### config.mk
export PLATFORM = sky130hd
export DESIGN_NAME = rgb_to_hue_saturation_8bit_flat
export DESIGN_NICKNAME = d
export VERILOG_FILES = /design/src/hw/rtl/rths_pkg.sv /design/src/hw/rtl/rths_if.sv /design/src/hw/rtl/rgb_to_hue_saturation_8bit.sv /design/src/hw/rtl/rths_divider.sv /design/src/flat_wrapper.sv
export SDC_FILE = /design/constraint.sdc
export NUM_CORES = 1
export LEC_CHECK = 0
export BUFFER_PORTS_ARGS = -buffer_cell sky130_fd_sc_hd__buf_2
export CAP_MARGIN = 20
export CORE_MARGIN = 2
export CORE_UTILIZATION = 35
export CTS_BUF_LIST = sky130_fd_sc_hd__clkbuf_4 sky130_fd_sc_hd__clkbuf_8
export DETAILED_ROUTE_END_ITERATION = 8
export PLACE_DENSITY = 0.53
export SYNTH_ARGS = -nofsm -noshare
export SYNTH_HDL_FRONTEND = slang
export SYNTH_SLANG_ARGS = --single-unit
### constraint.sdc
create_clock -name clk -period 15.2 [get_ports clk]
set_input_delay 2.28 -clock clk [delete_from_list [all_inputs] [get_ports clk]]
set_output_delay 2.28 -clock clk [all_outputs]
set_load 0.03 [all_outputs]
### src/hw/rtl/rths_pkg.sv
`timescale 1ns / 1ps
// ----------------------------------------------------------------------------
// RGB to hue/saturation package
// Shared types, constants and the restoring division step for the converter.
// ----------------------------------------------------------------------------
package rths_pkg;

  localparam int BITS_PER_STAGE = 2;
  localparam int DIV_STAGES     = 4;
  localparam int HUE_STAGES     = 3;
  localparam int PIPE_DEPTH     = DIV_STAGES + 2;

  localparam logic [7:0] SAT_SCALE        = 8'd254;
  localparam logic [5:0] HUE_SCALE        = 6'd43;
  localparam logic [7:0] HUE_OFFSET_RED   = 8'd0;
  localparam logic [7:0] HUE_OFFSET_GREEN = 8'd85;
  localparam logic [7:0] HUE_OFFSET_BLUE  = 8'd171;

  localparam logic [1:0] SECTOR_RED   = 2'd0;
  localparam logic [1:0] SECTOR_GREEN = 2'd1;
  localparam logic [1:0] SECTOR_BLUE  = 2'd2;

  typedef struct packed {
    logic [7:0] sat_rem;
    logic [7:0] sat_low;
    logic [7:0] sat_quo;
    logic [7:0] mx;
    logic [7:0] hue_rem;
    logic [5:0] hue_low;
    logic [5:0] hue_quo;
    logic [7:0] delta;
    logic       neg;
    logic [1:0] sector;
    logic       black;
    logic       grey;
  } work_t;

  // One restoring step: returns the quotient bit above the new remainder.
  function automatic logic [8:0] div_step(input logic [7:0] rem, input logic nbit,
                                          input logic [7:0] den);
    logic [8:0] trial;
    logic [8:0] diff;
    trial = {rem, nbit};
    diff  = trial - {1'b0, den};
    if (trial >= {1'b0, den}) begin
      return {1'b1, diff[7:0]};
    end else begin
      return {1'b0, trial[7:0]};
    end
  endfunction

endpackage

### src/hw/rtl/rths_if.sv
`timescale 1ns / 1ps
// ----------------------------------------------------------------------------
// RGB to hue/saturation channels
// Valid/ready channels for the pixel requests and the result requests.
// ----------------------------------------------------------------------------
interface rths_pixel_if;
  logic       valid;
  logic       ready;
  logic [7:0] red;
  logic [7:0] green;
  logic [7:0] blue;

  modport source (output valid, output red, output green, output blue, input ready);
  modport sink (input valid, input red, input green, input blue, output ready);
endinterface

interface rths_result_if;
  logic       valid;
  logic       ready;
  logic [7:0] hue_out;
  logic [7:0] saturation_out;

  modport source (output valid, output hue_out, output saturation_out, input ready);
  modport sink (input valid, input hue_out, input saturation_out, output ready);
endinterface

### src/hw/rtl/rgb_to_hue_saturation_8bit.sv
`timescale 1ns / 1ps
// ----------------------------------------------------------------------------
// RGB to hue/saturation converter, 8-bit
// Converts one RGB pixel into a hue on a 0..255 circle and a saturation.
// ----------------------------------------------------------------------------
//  Channel  Direction  Payload                      Requests
//  pixel    in         red, green, blue             one per pixel
//  result   out        hue_out, saturation_out      one per pixel
//
// A pixel may be taken in every cycle while the pipeline is not stalled; each
// request is registered by the front stage, then passes through four divider
// stages and the output register before its result appears. Reset clears
// every valid bit and leaves the pipeline empty.
// A stalled result holds in the output register while earlier stages keep
// filling; each stage moves on only when the one after it has room.
module rgb_to_hue_saturation_8bit (
  input  logic                clk,
  input  logic                rst,
  rths_pixel_if.sink          pixel,
  rths_result_if.source       result
);

  logic            s0_valid;
  rths_pkg::work_t s0_work;
  rths_pkg::work_t s0_next;
  logic            div_in_ready;
  logic            div_out_valid;
  logic            div_out_ready;
  rths_pkg::work_t div_out;
  logic            s0_ready;

  logic [7:0]  mx;
  logic [7:0]  mn;
  logic [7:0]  delta;
  logic [7:0]  mag;
  logic [13:0] hue_num;
  logic [15:0] sat_num;

  logic [7:0] offset;
  logic [7:0] quo;
  logic [7:0] hue_next;
  logic [7:0] sat_next;

  assign s0_ready    = !s0_valid || div_in_ready;
  assign pixel.ready = s0_ready;

  always_comb begin
    mx = pixel.red;
    mn = pixel.red;
    if (pixel.green > mx) begin
      mx = pixel.green;
    end
    if (pixel.blue > mx) begin
      mx = pixel.blue;
    end
    if (pixel.green < mn) begin
      mn = pixel.green;
    end
    if (pixel.blue < mn) begin
      mn = pixel.blue;
    end
    delta = mx - mn;

    s0_next        = '0;
    s0_next.mx     = mx;
    s0_next.delta  = delta;
    s0_next.black  = (mx == 8'd0);
    s0_next.grey   = (delta == 8'd0);
    if (mx == pixel.red) begin
      s0_next.sector = rths_pkg::SECTOR_RED;
      s0_next.neg    = pixel.blue > pixel.green;
      mag = s0_next.neg ? pixel.blue - pixel.green : pixel.green - pixel.blue;
    end else if (mx == pixel.green) begin
      s0_next.sector = rths_pkg::SECTOR_GREEN;
      s0_next.neg    = pixel.red > pixel.blue;
      mag = s0_next.neg ? pixel.red - pixel.blue : pixel.blue - pixel.red;
    end else begin
      s0_next.sector = rths_pkg::SECTOR_BLUE;
      s0_next.neg    = pixel.green > pixel.red;
      mag = s0_next.neg ? pixel.green - pixel.red : pixel.red - pixel.green;
    end

    hue_num = 14'(mag) * 14'(rths_pkg::HUE_SCALE);
    sat_num = 16'(delta) * 16'(rths_pkg::SAT_SCALE);
    s0_next.sat_rem = sat_num[15:8];
    s0_next.sat_low = sat_num[7:0];
    s0_next.hue_rem = hue_num[13:6];
    s0_next.hue_low = hue_num[5:0];
  end

  always_ff @(posedge clk) begin
    if (rst) begin
      s0_valid <= 1'b0;
    end else if (s0_ready) begin
      s0_valid <= pixel.valid;
    end
  end

  always_ff @(posedge clk) begin
    if (s0_ready && pixel.valid) begin
      s0_work <= s0_next;
    end
  end

  rths_divider u_divider (
    .clk       (clk),
    .rst       (rst),
    .in_valid  (s0_valid),
    .in_ready  (div_in_ready),
    .in_data   (s0_work),
    .out_valid (div_out_valid),
    .out_ready (div_out_ready),
    .out_data  (div_out)
  );

  always_comb begin
    case (div_out.sector)
      rths_pkg::SECTOR_GREEN: offset = rths_pkg::HUE_OFFSET_GREEN;
      rths_pkg::SECTOR_BLUE:  offset = rths_pkg::HUE_OFFSET_BLUE;
      default:                offset = rths_pkg::HUE_OFFSET_RED;
    endcase
    quo = {2'b00, div_out.hue_quo};
    if (div_out.black || div_out.grey) begin
      hue_next = 8'd0;
    end else if (div_out.neg) begin
      hue_next = offset - quo;
    end else begin
      hue_next = offset + quo;
    end
    sat_next = div_out.black ? 8'd0 : div_out.sat_quo;
  end

  assign div_out_ready = !result.valid || result.ready;

  always_ff @(posedge clk) begin
    if (rst) begin
      result.valid <= 1'b0;
    end else if (div_out_ready) begin
      result.valid <= div_out_valid;
    end
  end

  always_ff @(posedge clk) begin
    if (div_out_ready && div_out_valid) begin
      result.hue_out        <= hue_next;
      result.saturation_out <= sat_next;
    end
  end

endmodule

### src/hw/rtl/rths_divider.sv
`timescale 1ns / 1ps
// ----------------------------------------------------------------------------
// RGB to hue/saturation divider pipeline
// Restoring division for saturation and hue, two quotient bits per stage; hue bits only in the first HUE_STAGES stages.
// ----------------------------------------------------------------------------
module rths_divider (
  input  logic           clk,
  input  logic           rst,
  input  logic           in_valid,
  output logic           in_ready,
  input  rths_pkg::work_t in_data,
  output logic           out_valid,
  input  logic           out_ready,
  output rths_pkg::work_t out_data
);

  logic            valid [rths_pkg::DIV_STAGES];
  logic            ready [rths_pkg::DIV_STAGES + 1];
  rths_pkg::work_t work  [rths_pkg::DIV_STAGES];
  rths_pkg::work_t src   [rths_pkg::DIV_STAGES];
  rths_pkg::work_t work_next [rths_pkg::DIV_STAGES];
  logic            src_valid [rths_pkg::DIV_STAGES];

  assign in_ready = ready[0];
  assign ready[rths_pkg::DIV_STAGES] = out_ready;
  assign out_valid = valid[rths_pkg::DIV_STAGES - 1];
  assign out_data  = work[rths_pkg::DIV_STAGES - 1];

  for (genvar j = 0; j < rths_pkg::DIV_STAGES; j++) begin : g_stage
    if (j == 0) begin : g_first
      assign src[j]       = in_data;
      assign src_valid[j] = in_valid;
    end else begin : g_rest
      assign src[j]       = work[j - 1];
      assign src_valid[j] = valid[j - 1];
    end

    assign ready[j] = !valid[j] || ready[j + 1];

    always_comb begin
      logic [8:0] res;
      work_next[j] = src[j];
      for (int b = 0; b < rths_pkg::BITS_PER_STAGE; b++) begin
        res = rths_pkg::div_step(work_next[j].sat_rem, work_next[j].sat_low[7],
                                 work_next[j].mx);
        work_next[j].sat_rem = res[7:0];
        work_next[j].sat_quo = {work_next[j].sat_quo[6:0], res[8]};
        work_next[j].sat_low = {work_next[j].sat_low[6:0], 1'b0};
        if (j < rths_pkg::HUE_STAGES) begin
          res = rths_pkg::div_step(work_next[j].hue_rem, work_next[j].hue_low[5],
                                   work_next[j].delta);
          work_next[j].hue_rem = res[7:0];
          work_next[j].hue_quo = {work_next[j].hue_quo[4:0], res[8]};
          work_next[j].hue_low = {work_next[j].hue_low[4:0], 1'b0};
        end
      end
    end

    always_ff @(posedge clk) begin
      if (rst) begin
        valid[j] <= 1'b0;
      end else if (ready[j]) begin
        valid[j] <= src_valid[j];
      end
    end

    always_ff @(posedge clk) begin
      if (ready[j] && src_valid[j]) begin
        work[j] <= work_next[j];
      end
    end
  end

endmodule

### src/flat_wrapper.sv
// flat-port wrapper written by rule: the top's interface ports become plain ports
module rgb_to_hue_saturation_8bit_flat 
  (clk, rst, pixel_valid, pixel_red, pixel_green, pixel_blue, pixel_ready, result_valid, result_hue_out, result_saturation_out, result_ready);
  rths_pixel_if pixel_i ();
  rths_result_if result_i ();
  input  logic clk;
  input  logic rst;
  input wire logic [$bits(pixel_i.valid)-1:0] pixel_valid;
  input wire logic [$bits(pixel_i.red)-1:0] pixel_red;
  input wire logic [$bits(pixel_i.green)-1:0] pixel_green;
  input wire logic [$bits(pixel_i.blue)-1:0] pixel_blue;
  output wire logic [$bits(pixel_i.ready)-1:0] pixel_ready;
  output wire logic [$bits(result_i.valid)-1:0] result_valid;
  output wire logic [$bits(result_i.hue_out)-1:0] result_hue_out;
  output wire logic [$bits(result_i.saturation_out)-1:0] result_saturation_out;
  input wire logic [$bits(result_i.ready)-1:0] result_ready;
  assign pixel_i.valid = pixel_valid;
  assign pixel_i.red = pixel_red;
  assign pixel_i.green = pixel_green;
  assign pixel_i.blue = pixel_blue;
  assign pixel_ready = pixel_i.ready;
  assign result_valid = result_i.valid;
  assign result_hue_out = result_i.hue_out;
  assign result_saturation_out = result_i.saturation_out;
  assign result_i.ready = result_ready;
  rgb_to_hue_saturation_8bit u_core (.clk(clk), .rst(rst), .pixel(pixel_i), .result(result_i));
endmodule
# Word-level counts from Yosys, hierarchy flattened
# Memory sizes are Yosys's and may differ from the RTL's.
# Cells that the tools add are included.
# W data, S select, Z words.
# totals
regBits,68
output_inout_bits,18
memories,2
ramBits,256
elab_cells,143
# mem_list
name,depth,word_bits,read_ports,rd_clocked_by_memory_dff,wr,line_no,rtl
u_core.u_divider.work,4,63,4,0,4,rths_divider.sv:19,rths_pkg::work_t work [rths_pkg::DIV_STAGES];
u_core.u_divider.valid,4,1,4,0,4,rths_divider.sv:17,logic valid [rths_pkg::DIV_STAGES];
# op_classes
n_mul,2
mux,53
n_reduce_logical,21
n_addsub,23
eq_ne,4
n_bitwise,4
magnitude_cmp,20
# ops
operator,count
$sub A8 B8 Y8,21
$ge A9 B8 Y1,14
$mux W9,14
$mux W8,10
$gt A8 B8 Y1,4
$mux W1,26
$eq A8 B8 Y1,2
$logic_not A8 Y1,2
$lt A8 B8 Y1,2
$pmux W8 S2,1
$mul A8 B7 Y15 const B,1
$mul A8 B6 Y14 const B,1
$add A8 B6 Y8,1
$sub A8 B6 Y8,1
$logic_or A1 B1 Y1,7
$logic_and A1 B1 Y1,6
$logic_not A1 Y1,6
$mux W3,2
$or A1 B1 Y1,4
$eq A2 B1 Y1 const B,1
$eq A2 B2 Y1 const B,1

# Longest topological paths before layout
# Gate-level depths: netlist of the first run.
# logic_depth
depth_word,10
depth_mapped,45

# Modules after synthesis
# From an unflattened synthesis of the first run, not the netlist that was laid out.
# unflattened
cells_unflattened,1983
area_unflattened_um2,21451.8
# by_module_without_submodules
module,seq_area_each_um2,instances,cells_each,area_each_um2
rths_divider,6246.0,1,1045,12732.2
rgb_to_hue_saturation_8bit,1991.9,1,938,8719.6

# Least setup slack after synthesis of the first run
# OpenSTA, ideal clock, no wires.
# synth_timing
kind,in2reg
from,in pixel_green[5]
to,"reg u_core.s0_work[64] (netlist bit), data pin"
path_buffers,2
setup_slack_ps,3895
t_arrival_ps,11045
cell_stages,43
t_required_ps,14941
cell_sequence,inv_1 -> ha_1 -> a21o_1 -> a21o_4 -> o21ai_1 -> clkbuf_1 -> nor2_1 -> a21oi_1 -> ha_1 -> a21o_1 -> a21o_1 -> a21o_1 -> nor2_1 -> o21ai_1 -> o211ai_2 -> buf_6 -> mux2i_1 -> inv_1 -> [... 7 more ...] -> xnor3_2 -> fa_1 -> inv_1 -> ha_1 -> xnor2_1 -> fa_1 -> inv_1 -> ha_1 -> a21boi_0 -> o21ai_0 -> a21boi_0 -> o21ai_0 -> a21boi_0 -> o21a_1 -> o21ai_0 -> nand2b_1 -> a21oi_1 -> xnor2_1
# synth_rtl
item,line_no,rtl
from (decl),flat_wrapper.sv:10,input wire logic [$bits(pixel_i.green)-1:0] pixel_green;
to (signal assigned),rgb_to_hue_saturation_8bit.sv:101,s0_work <= s0_next;
to (decl),rgb_to_hue_saturation_8bit.sv:24,rths_pkg::work_t s0_work;

==> flow_metrics.py, run 1 <==
metrics = {
    "yosys": {
        "synthFlopType": "edfxtp_1",
        "synth_area_leader_cell": "edfxtp_1",
        "syn_nets": 2096,
        "netlist.area_leader.share": 0.362,
        "ys_types": 76,
        "synthesis.area_sq_um": 18200,
        "synthTopCellsByArea": "edfxtp_1 36%, ha_1 18%, inv_1 5.0%",
        "async_flop_share": 0,
        "synth_seq_cells": 222,
        "synthCells": 1765,
        "ys.warnings.count": 0,
        "syn_area_per_cell_sq_um": 10.3,
        "ys_seq_area_frac": 0.365,
        "synth-edff-count": 220,
    },
    "detailed_routing": {
        "routed_via_density": 4.87,
        "ant_nets": 0,
        "dr_total_vias": 12400,
        "drc": 0,
        "routed_wl_microns": 37900,
        "wl_per_cell_microns": 14.9,
        "first_pass_iters": 5,
        "drt_iter0_markers": 549,
    },
    "global_route": {
        "grt-ovfl-total": 0,
        "antenna_found_initial": 3,
        "grt_max_degree": 51,
        "grt_util_all_layers": 0.146,
        "grt_pass1_wl_microns": 63700,
        "grt_pass1_vias": 12800,
    },
    "clocking": {
        "clock-root-buffer": "clkbuf_8",
        "cts_setup_buffers": 0,
        "cts_tree": "yes",
        "clk-insertion-delay-late_ns": 0.54,
        "ctsHtreeMaxLevel": 2,
        "cts_hold_buffers": 0,
        "cts_buffer_depth": 3,
        "path_clk_slew_ns": 0.06,
        "numCtsBuffers": 37,
        "cts_sinks": 222,
        "cts_resized": 0,
    },
    "status": {
        "status": "completed",
    },
    "critical_path": {
        "slowest_delay_ns": 0.70,
        "critical_path_class": "primary input to register",
        "crit_slowest_cell": "o211ai_2",
        "start_kind": "primary input",
        "endpoint_kind": "register",
        "crit_arrival_ns": 12.20,
        "critPathMaxFanout": 15,
        "crit_required_ns": 15.48,
    },
    "final_layout": {
        "final_util": 0.393,
        "areaGrowthSynthToFinish_pct": 10.7,
        "nNetsFinal": 2173,
        "layout-drive-gt1-share": 0.115,
        "final_cells": 2551,
    },
    "sta": {
        "worst_pin_slew_ns": 0.900,
        "rsz0062_at_grt": "no",
        "finalCritPeriodShare": 0.784,
        "fin_setup_tns_ns": 0,
        "drv_slew": 0,
        "clock.fmax_mhz": 83.9,
        "max_slew_margin": 0.400,
        "clock_skew_ns": 0.0161,
        "period_needed_ns": 11.92,
        "setup_violations": 0,
        "finalHoldViolations": 0,
    },
    "run": {
        "max_cap_viol_count": 0,
    },
    "die": {
        "pin_count": 46,
        "rows": 83,
        "fp.dieH_microns": 232,
        "die_w_microns": 232,
        "start_util": 0.355,
        "die_area_sq_um": 53900,
        "core_area_sq_um": 51400,
    },
    "place": {
        "gp_congestion": 0.886,
        "numPortBuffers": 45,
        "placed_cells": 2480,
        "hpwlAfterDp_microns": 31200,
    },
    "hold_path": {
        "min_path_type": "register to register",
    },
}
## metrics by stage
stage / setup slack (ns) / cell area (sq um) / hold slack, ns
floorplan: 3.90 / 18200 / 0.400
CTS: 3.30 / 20100 / 0.413
detailed placement: 2.76 / 19400 / 0.405
global placement: 2.98 / 19300 / 0.401
finish: 3.28 / 20200 / 0.411
global route: 2.39 / 20200 / 0.421
## sequential cells by signal, indices dropped and copies added (netlist names)
name and cells:
u_core.s0_work 49, u_core.result.saturation_out 8, u_core.u_divider.work 151, u_core.u_divider.valid 4, u_core.result.hue_out 8, u_core.s0_valid 1
u_core.result.valid 1
## Yosys cell counts (42+ instances only)
master,n
ha_1,260
inv_1,241
edfxtp_1,220
nand2_1,116
o21ai_0,113
nor2_1,101
xnor2_1,97
a21oi_1,78
nor2b_1,50
mux2i_1,47
a21o_1,44
fa_1,43
mux2_2,42
## cell usage in the layout (no fill, tap or decap), drive strengths merged, types with 6 or more instances in the layout
cell type / count
ha: 260
inv: 243
edfxtp: 220
o21ai: 120
nand2: 117
nor2: 103
xnor2: 99
a21oi: 80
buf: 62
nor2b: 50
clkbuf: 50
mux2i: 49
a21o: 47
fa: 43
mux2: 42
nand4: 35
xor2: 30
nand2b: 24
a21boi: 23
nand3: 19
clkinv: 14
and2: 13
or2: 10
nor3: 10
o31ai: 10
o21bai: 9
o21a: 8
or4: 7
a31oi: 7
o211ai: 6
a211oi: 6
## kinds of logic after synthesis
kind of cell / count (synthesis) / share of synthesized area
flip-flops: 222 / 0.365
adder cells (fa/ha/maj): 303 / 0.226
AND/OR/NAND/NOR: 401 / 0.108
multiplexers: 91 / 0.0533
AO/OA/AOI/OAI: 350 / 0.127
buffers and inverters: 268 / 0.0556
XOR/XNOR: 130 / 0.0658
## worst max-delay path, delay by kind of cell
family	cells	cell delay, ns
muxes	1	0.67
xor gates and xnor gates	4	0.98
adders and majority gates	7	2.52
and+or+nand+nor	4	0.64
AOI/OAI and AO/OA	20	4.33
buffers and inverters	7	0.75
## area by class of cell
| class | count | area, sq um |
|---|---|---|
| clock inverter | 17 | 145 |
| sequential | 222 | 6650 |
| clock buffer | 50 | 619 |
| timing repair buffer | 62 | 398 |
| multi-input combinational | 1275 | 10600 |
| tap | 680 | 851 |
| fill | 5064 | 31200 |
| inverter | 244 | 916 |
| antenna | 1 | 2.50 |
## path summary, 6_finish.rpt
check | cells past startpoint | end | slack [ns] | startpoint
min reg2reg | 0 | u_core.u_divider.work[3][47]$_DFFE_PP_ | 0.41 | u_core.u_divider.work[2][45]$_DFFE_PP_
max reg2reg | 27 | u_core.u_divider.work[0][60]$_DFFE_PP_ | 8.89 | u_core.s0_work[34]$_DFFE_PP_
min | 0 | u_core.u_divider.work[3][47]$_DFFE_PP_ | 0.41 | u_core.u_divider.work[2][45]$_DFFE_PP_
max | 43 | u_core.s0_work[64]$_DFFE_PP_ | 3.28 | pixel_green[5]
## layer usage
metal	track usage	wire, microns	up-vias
met4	0.0421	901	4
li1	-	-	6397
met2	0.260	18600	182
met5	0	26	-
met1	0.180	17100	5777
met3	0.0225	1250	66
Power of run 1 is left out: the tool's default activity adds up to more than one toggle a clock period on the data nets, which glitch-free logic cannot reach.
==> run 2: changes to the inputs <==
ABC_AREA = 1   (was not set)
clock period = 12.34 ns   (was 15.2 ns; I/O delays follow)
==> flow_metrics.py, run 2 <==
metrics = {
    "sta": {
        "fin_setup_tns_ns": 0,
        "timing.hold.ws_ns": 0.413,
        "worst_pin_slew_ns": 0.800,
        "rsz0062_at_grt": "no",
        "drv_slew": 0,
        "setup_violations": 0,
        "clock_skew_ns": 0.0271,
        "finalCritPeriodShare": 0.816,
        "period_needed_ns": 10.07,
        "clock.fmax_mhz": 99.3,
        "max_slew_margin": 0.466,
        "finalHoldViolations": 0,
    },
    "status": {
        "status": "completed",
    },
    "yosys": {
        "synthesis.area_sq_um": 18300,
        "netlist.area_leader.share": 0.361,
        "syn_nets": 2371,
        "synth_most_common_cell": "inv_1",
        "synth_area_leader_cell": "edfxtp_1",
        "async_flop_share": 0,
        "syn_area_per_cell_sq_um": 8.97,
        "synthCells": 2040,
        "synthTopCellsByArea": "edfxtp_1 36%, ha_1 18%, inv_1 7.3%",
        "ys.warnings.count": 0,
        "synth_seq_cells": 222,
        "ys_seq_area_frac": 0.363,
        "yosys-top-cells-count": "358 x inv_1, 305 x nand2_1, 260 x ha_1, 220 x edfxtp_1, 171 x nor2_1",
        "ys_types": 59,
        "synthFlopType": "edfxtp_1",
        "synth-edff-count": 220,
    },
    "clocking": {
        "cts_sinks": 222,
        "numCtsBuffers": 38,
        "cts_hold_buffers": 0,
        "path_clk_slew_ns": 0.06,
        "cts_buffer_depth": 3,
        "cts_resized": 0,
        "clk-insertion-delay-late_ns": 0.54,
        "clock-root-buffer": "clkbuf_8",
        "cts_setup_buffers": 0,
        "cts_tree": "yes",
        "ctsHtreeMaxLevel": 2,
    },
    "global_route": {
        "antenna_found_initial": 1,
        "grt-ovfl-total": 0,
        "grt_pass1_vias": 13400,
        "grt_pass1_wl_microns": 67000,
        "grt_max_degree": 50,
        "grt_util_all_layers": 0.153,
    },
    "detailed_routing": {
        "dr.max_layer_used": "met4",
        "drt_iter0_markers": 742,
        "drt-met1-wl_microns": 17800,
        "dr_total_vias": 13300,
        "dr_wl_met2_microns": 19700,
        "first_pass_iters": 5,
        "routed_wl_microns": 40400,
        "routed_via_density": 4.73,
        "ant_nets": 0,
        "drc": 0,
        "wl_per_cell_microns": 14.3,
        "wl_met3_microns": 1380,
    },
    "critical_path": {
        "crit_top_cell": "inv_1",
        "rr_worst_depth": 26,
        "cp_num_cells": 46,
        "r2r_setup_slack_ns": 6.83,
        "cp_top_family": "adder cells",
        "reg2reg_to": "u_core.u_divider.work[1][32]$_DFFE_PP_",
        "crit_slowest_cell": "fa_1",
        "start_kind": "primary input",
        "crit_arrival_ns": 10.36,
        "endpoint_kind": "register",
        "critPathMaxFanout": 26,
        "critical_path_class": "primary input to register",
        "critPathBufInv": 9,
        "r2r-start": "u_core.u_divider.work[0][7]$_DFFE_PP_",
        "crit_required_ns": 12.63,
        "slowest_delay_ns": 0.55,
    },
    "place": {
        "gp_congestion": 0.904,
        "hpwlAfterDp_microns": 33300,
        "numPortBuffers": 45,
    },
    "die": {
        "die_w_microns": 233,
        "die_area_sq_um": 54200,
        "fp.dieH_microns": 233,
        "core_area_sq_um": 51500,
        "start_util": 0.355,
        "pin_count": 46,
        "rows": 83,
    },
    "final_layout": {
        "largest_reg_flops": 151,
        "layout-drive-gt1-share": 0.0841,
        "final_cell_mix": "357 x inv_1, 305 x nand2_1, 260 x ha_1",
        "regMostFlops": "u_core.u_divider.work",
        "final_common_cell": "inv_1",
        "areaGrowthSynthToFinish_pct": 10.4,
        "final_util": 0.392,
        "largest_registers": "u_core.u_divider.work (151), u_core.s0_work (49)",
        "nNetsFinal": 2441,
    },
    "hold_path": {
        "hold_end": "u_core.u_divider.work[3][16]$_DFFE_PP_",
        "min_path_type": "register to register",
        "min-delay-start": "u_core.u_divider.work[2][16]$_DFFE_PP_",
        "min_delay_path_depth": 0,
    },
    "run": {
        "max_cap_viol_count": 0,
    },
}
run 2: metal layers:
metal / global-route usage / vias up
met5: 0 / -
met3: 0.0183 / 87
met4: 0.0611 / 0
li1: - / 6981
met2: 0.273 / 243
met1: 0.189 / 6036
run 2: metrics by stage:
stage | instances | area (sq um) | setup WS, ns
2_1_floorplan | 2040 | 18300 | 2.78
3_3_place_gp | 2748 | 19300 | 2.02
3_5_place_dp | 2749 | 19300 | 1.75
4_1_cts | 2819 | 20200 | 2.33
5_1_grt | 2821 | 20200 | 1.59
6_report | 2821 | 20200 | 2.27
run 2: logic make-up after synthesis:
logic type	Yosys count	share of synthesized area
flops	222	0.363
compound gates	344	0.107
fa+ha+maj	303	0.225
xor+xnor	124	0.0610
mux	12	0.00697
buf+inv	389	0.0809
simple gates	646	0.157
run 2: how the worst max path moves through the flow:
stage | startpoint | endpoint | slack (ns)
2_1_floorplan | pixel_green[0] | u_core.s0_work[64]$_DFFE_PP_ | 2.78
3_3_place_gp | pixel_red[1] | u_core.s0_work[64]$_DFFE_PP_ | 2.02
3_5_place_dp | pixel_red[1] | u_core.s0_work[64]$_DFFE_PP_ | 1.75
4_1_cts | pixel_red[1] | u_core.s0_work[64]$_DFFE_PP_ | 2.33
5_1_grt | pixel_red[1] | u_core.s0_work[64]$_DFFE_PP_ | 1.59
6_report | pixel_red[1] | u_core.s0_work[64]$_DFFE_PP_ | 2.27
run 2: layout make-up:
class                      instances  area (sq um)
sequential                       222          6650
fill                            5146         31300
antenna                            1          2.50
inverter                         367          1380
clock inverter                    25           234
tap                              680           851
clock buffer                      45           613
multi-input combinational       1429         10200
timing repair buffer              52           294
Power of run 2 is left out for the same reason.
==> run 3: changes to the inputs <==
clock period = 10.4 ns   (was 12.34 ns; I/O delays follow)
==> flow_metrics.py, run 3 (synthesis gave the netlist of run 2 again) <==
metrics = {
    "clocking": {
        "cts_hold_buffers": 0,
        "cts_resized": 0,
        "clock-root-buffer": "clkbuf_8",
        "cts_tree": "yes",
        "ctsHtreeMaxLevel": 2,
        "cts_setup_buffers": 0,
        "cts_buffer_depth": 3,
        "path_clk_slew_ns": 0.05,
        "cts_sinks": 222,
        "clk-insertion-delay-late_ns": 0.56,
        "numCtsBuffers": 39,
    },
    "global_route": {
        "grt-ovfl-total": 0,
        "grt_pass1_vias": 13500,
        "grt_util_all_layers": 0.152,
        "grt_max_degree": 50,
        "antenna_found_initial": 1,
        "grt_pass1_wl_microns": 66300,
    },
    "detailed_routing": {
        "routed_via_density": 4.74,
        "dr_total_vias": 13400,
        "ant_nets": 0,
        "first_pass_iters": 5,
        "wl_per_cell_microns": 14.3,
        "drt_iter0_markers": 693,
        "routed_wl_microns": 40300,
        "drc": 0,
    },
    "sta": {
        "setup_violations": 0,
        "max_slew_margin": 0.463,
        "clock_skew_ns": 0.0318,
        "clock.fmax_mhz": 105,
        "finalCritPeriodShare": 0.914,
        "period_needed_ns": 9.51,
        "drv_slew": 0,
        "worst_pin_slew_ns": 0.802,
        "rsz0062_at_grt": "no",
        "fin_setup_tns_ns": 0,
        "finalHoldViolations": 0,
    },
    "final_layout": {
        "final_cell_area_sq_um": 20200,
        "nNetsFinal": 2445,
        "seq_area_sq_um": 6650,
        "layout-drive-gt1-share": 0.0854,
        "multi_input_area_sq_um": 10200,
        "largest_reg_flops": 151,
        "largest_registers": "u_core.u_divider.work (151), u_core.s0_work (49)",
        "regMostFlops": "u_core.u_divider.work",
        "final_cell_mix": "357 x inv_1, 305 x nand2_1, 260 x ha_1",
        "nFillCells": 5149,
        "final_common_cell": "inv_1",
        "areaGrowthSynthToFinish_pct": 10.3,
    },
    "die": {
        "die_area_sq_um": 54200,
        "pin_count": 46,
        "start_util": 0.355,
        "rows": 83,
        "core_area_sq_um": 51500,
        "die_w_microns": 233,
        "fp.dieH_microns": 233,
    },
    "critical_path": {
        "slowest_delay_ns": 0.54,
        "crit_top_cell": "inv_1",
        "crit_required_ns": 10.69,
        "critical_path_class": "primary input to register",
        "startpoint": "pixel_red[1]",
        "crit_arrival_ns": 9.80,
        "r2r-start": "u_core.u_divider.work[0][7]$_DFFE_PP_",
        "reg2reg_to": "u_core.u_divider.work[1][32]$_DFFE_PP_",
        "start_kind": "primary input",
        "endpoint_kind": "register",
        "r2r_setup_slack_ns": 4.96,
        "rr_worst_depth": 26,
        "crit_path_end": "u_core.s0_work[64]$_DFFE_PP_",
        "crit_slowest_cell": "fa_1",
        "critPathMaxFanout": 21,
    },
    "status": {
        "status": "completed",
    },
    "place": {
        "gp_congestion": 0.914,
        "hpwlAfterDp_microns": 33300,
        "numPortBuffers": 45,
        "place_area_sq_um": 19400,
    },
    "run": {
        "max_cap_viol_count": 0,
    },
    "hold_path": {
        "min-delay-start": "u_core.u_divider.work[1][16]$_DFFE_PP_",
        "min_path_type": "register to register",
    },
}
[run 3: cell count changes in the layout (fill, tap and decap cells not counted), sizes merged]
| cell | delta |
|---|---|
| clkbuf | +5 |
| clkinvlp | -4 |
| buf | +3 |
| bufinv | -1 |
| clkinv | +1 |
[run 3: through the flow]
stage,instances,setup WS [ns],hold slack (ns),util
floorplan,2040,1.13,0.400,-
global placement,2751,0.453,0.404,0.376
detailed placement,2752,0.342,0.405,0.376
CTS,2823,0.910,0.376,0.391
global route,2825,0.264,0.401,0.392
finish,2825,0.889,0.392,0.392
[run 3: routing by layer]
layer / global-route usage / vias to the layer above / part of all wire
met4: 0.0577 / 0 / 0.031
met2: 0.276 / 212 / 0.49
met5: 0 / - / 0
met1: 0.182 / 6114 / 0.44
li1: - / 6990 / -
met3: 0.0210 / 66 / 0.031
[run 3: how the worst min path moves through the flow]
stage | to | cells after the start
6_report | u_core.u_divider.work[2][18]$_DFFE_PP_ | 0
5_1_grt | u_core.u_divider.work[1][0]$_DFFE_PP_ | 0
4_1_cts | u_core.u_divider.work[2][18]$_DFFE_PP_ | 0
3_5_place_dp | u_core.u_divider.work[0][0]$_DFFE_PP_ | 0
3_3_place_gp | u_core.u_divider.work[2][0]$_DFFE_PP_ | 0
2_1_floorplan | u_core.u_divider.work[0][0]$_DFFE_PP_ | 0
[run 3: layout make-up]
class / count / area share
inverters: 367 / 0.0682
flip-flops and latches: 222 / 0.329
repair buffers: 55 / 0.0160
clock inverters: 21 / 0.00861
multi-input cells: 1429 / 0.505
diodes: 1 / 0.000124
clock buffers: 50 / 0.0310
well taps: 680 / 0.0421
[run 3: worst max-delay path: cells and delay by family]
family                     cells  cell delay (ns)
AOI/OAI and AO/OA              9             1.38
xor gates and xnor gates       3             0.65
adders and majority gates      9             3.44
buffers and inverters          8             0.78
and+or+nand+nor               17             1.94
Power of run 3 is left out for the same reason.
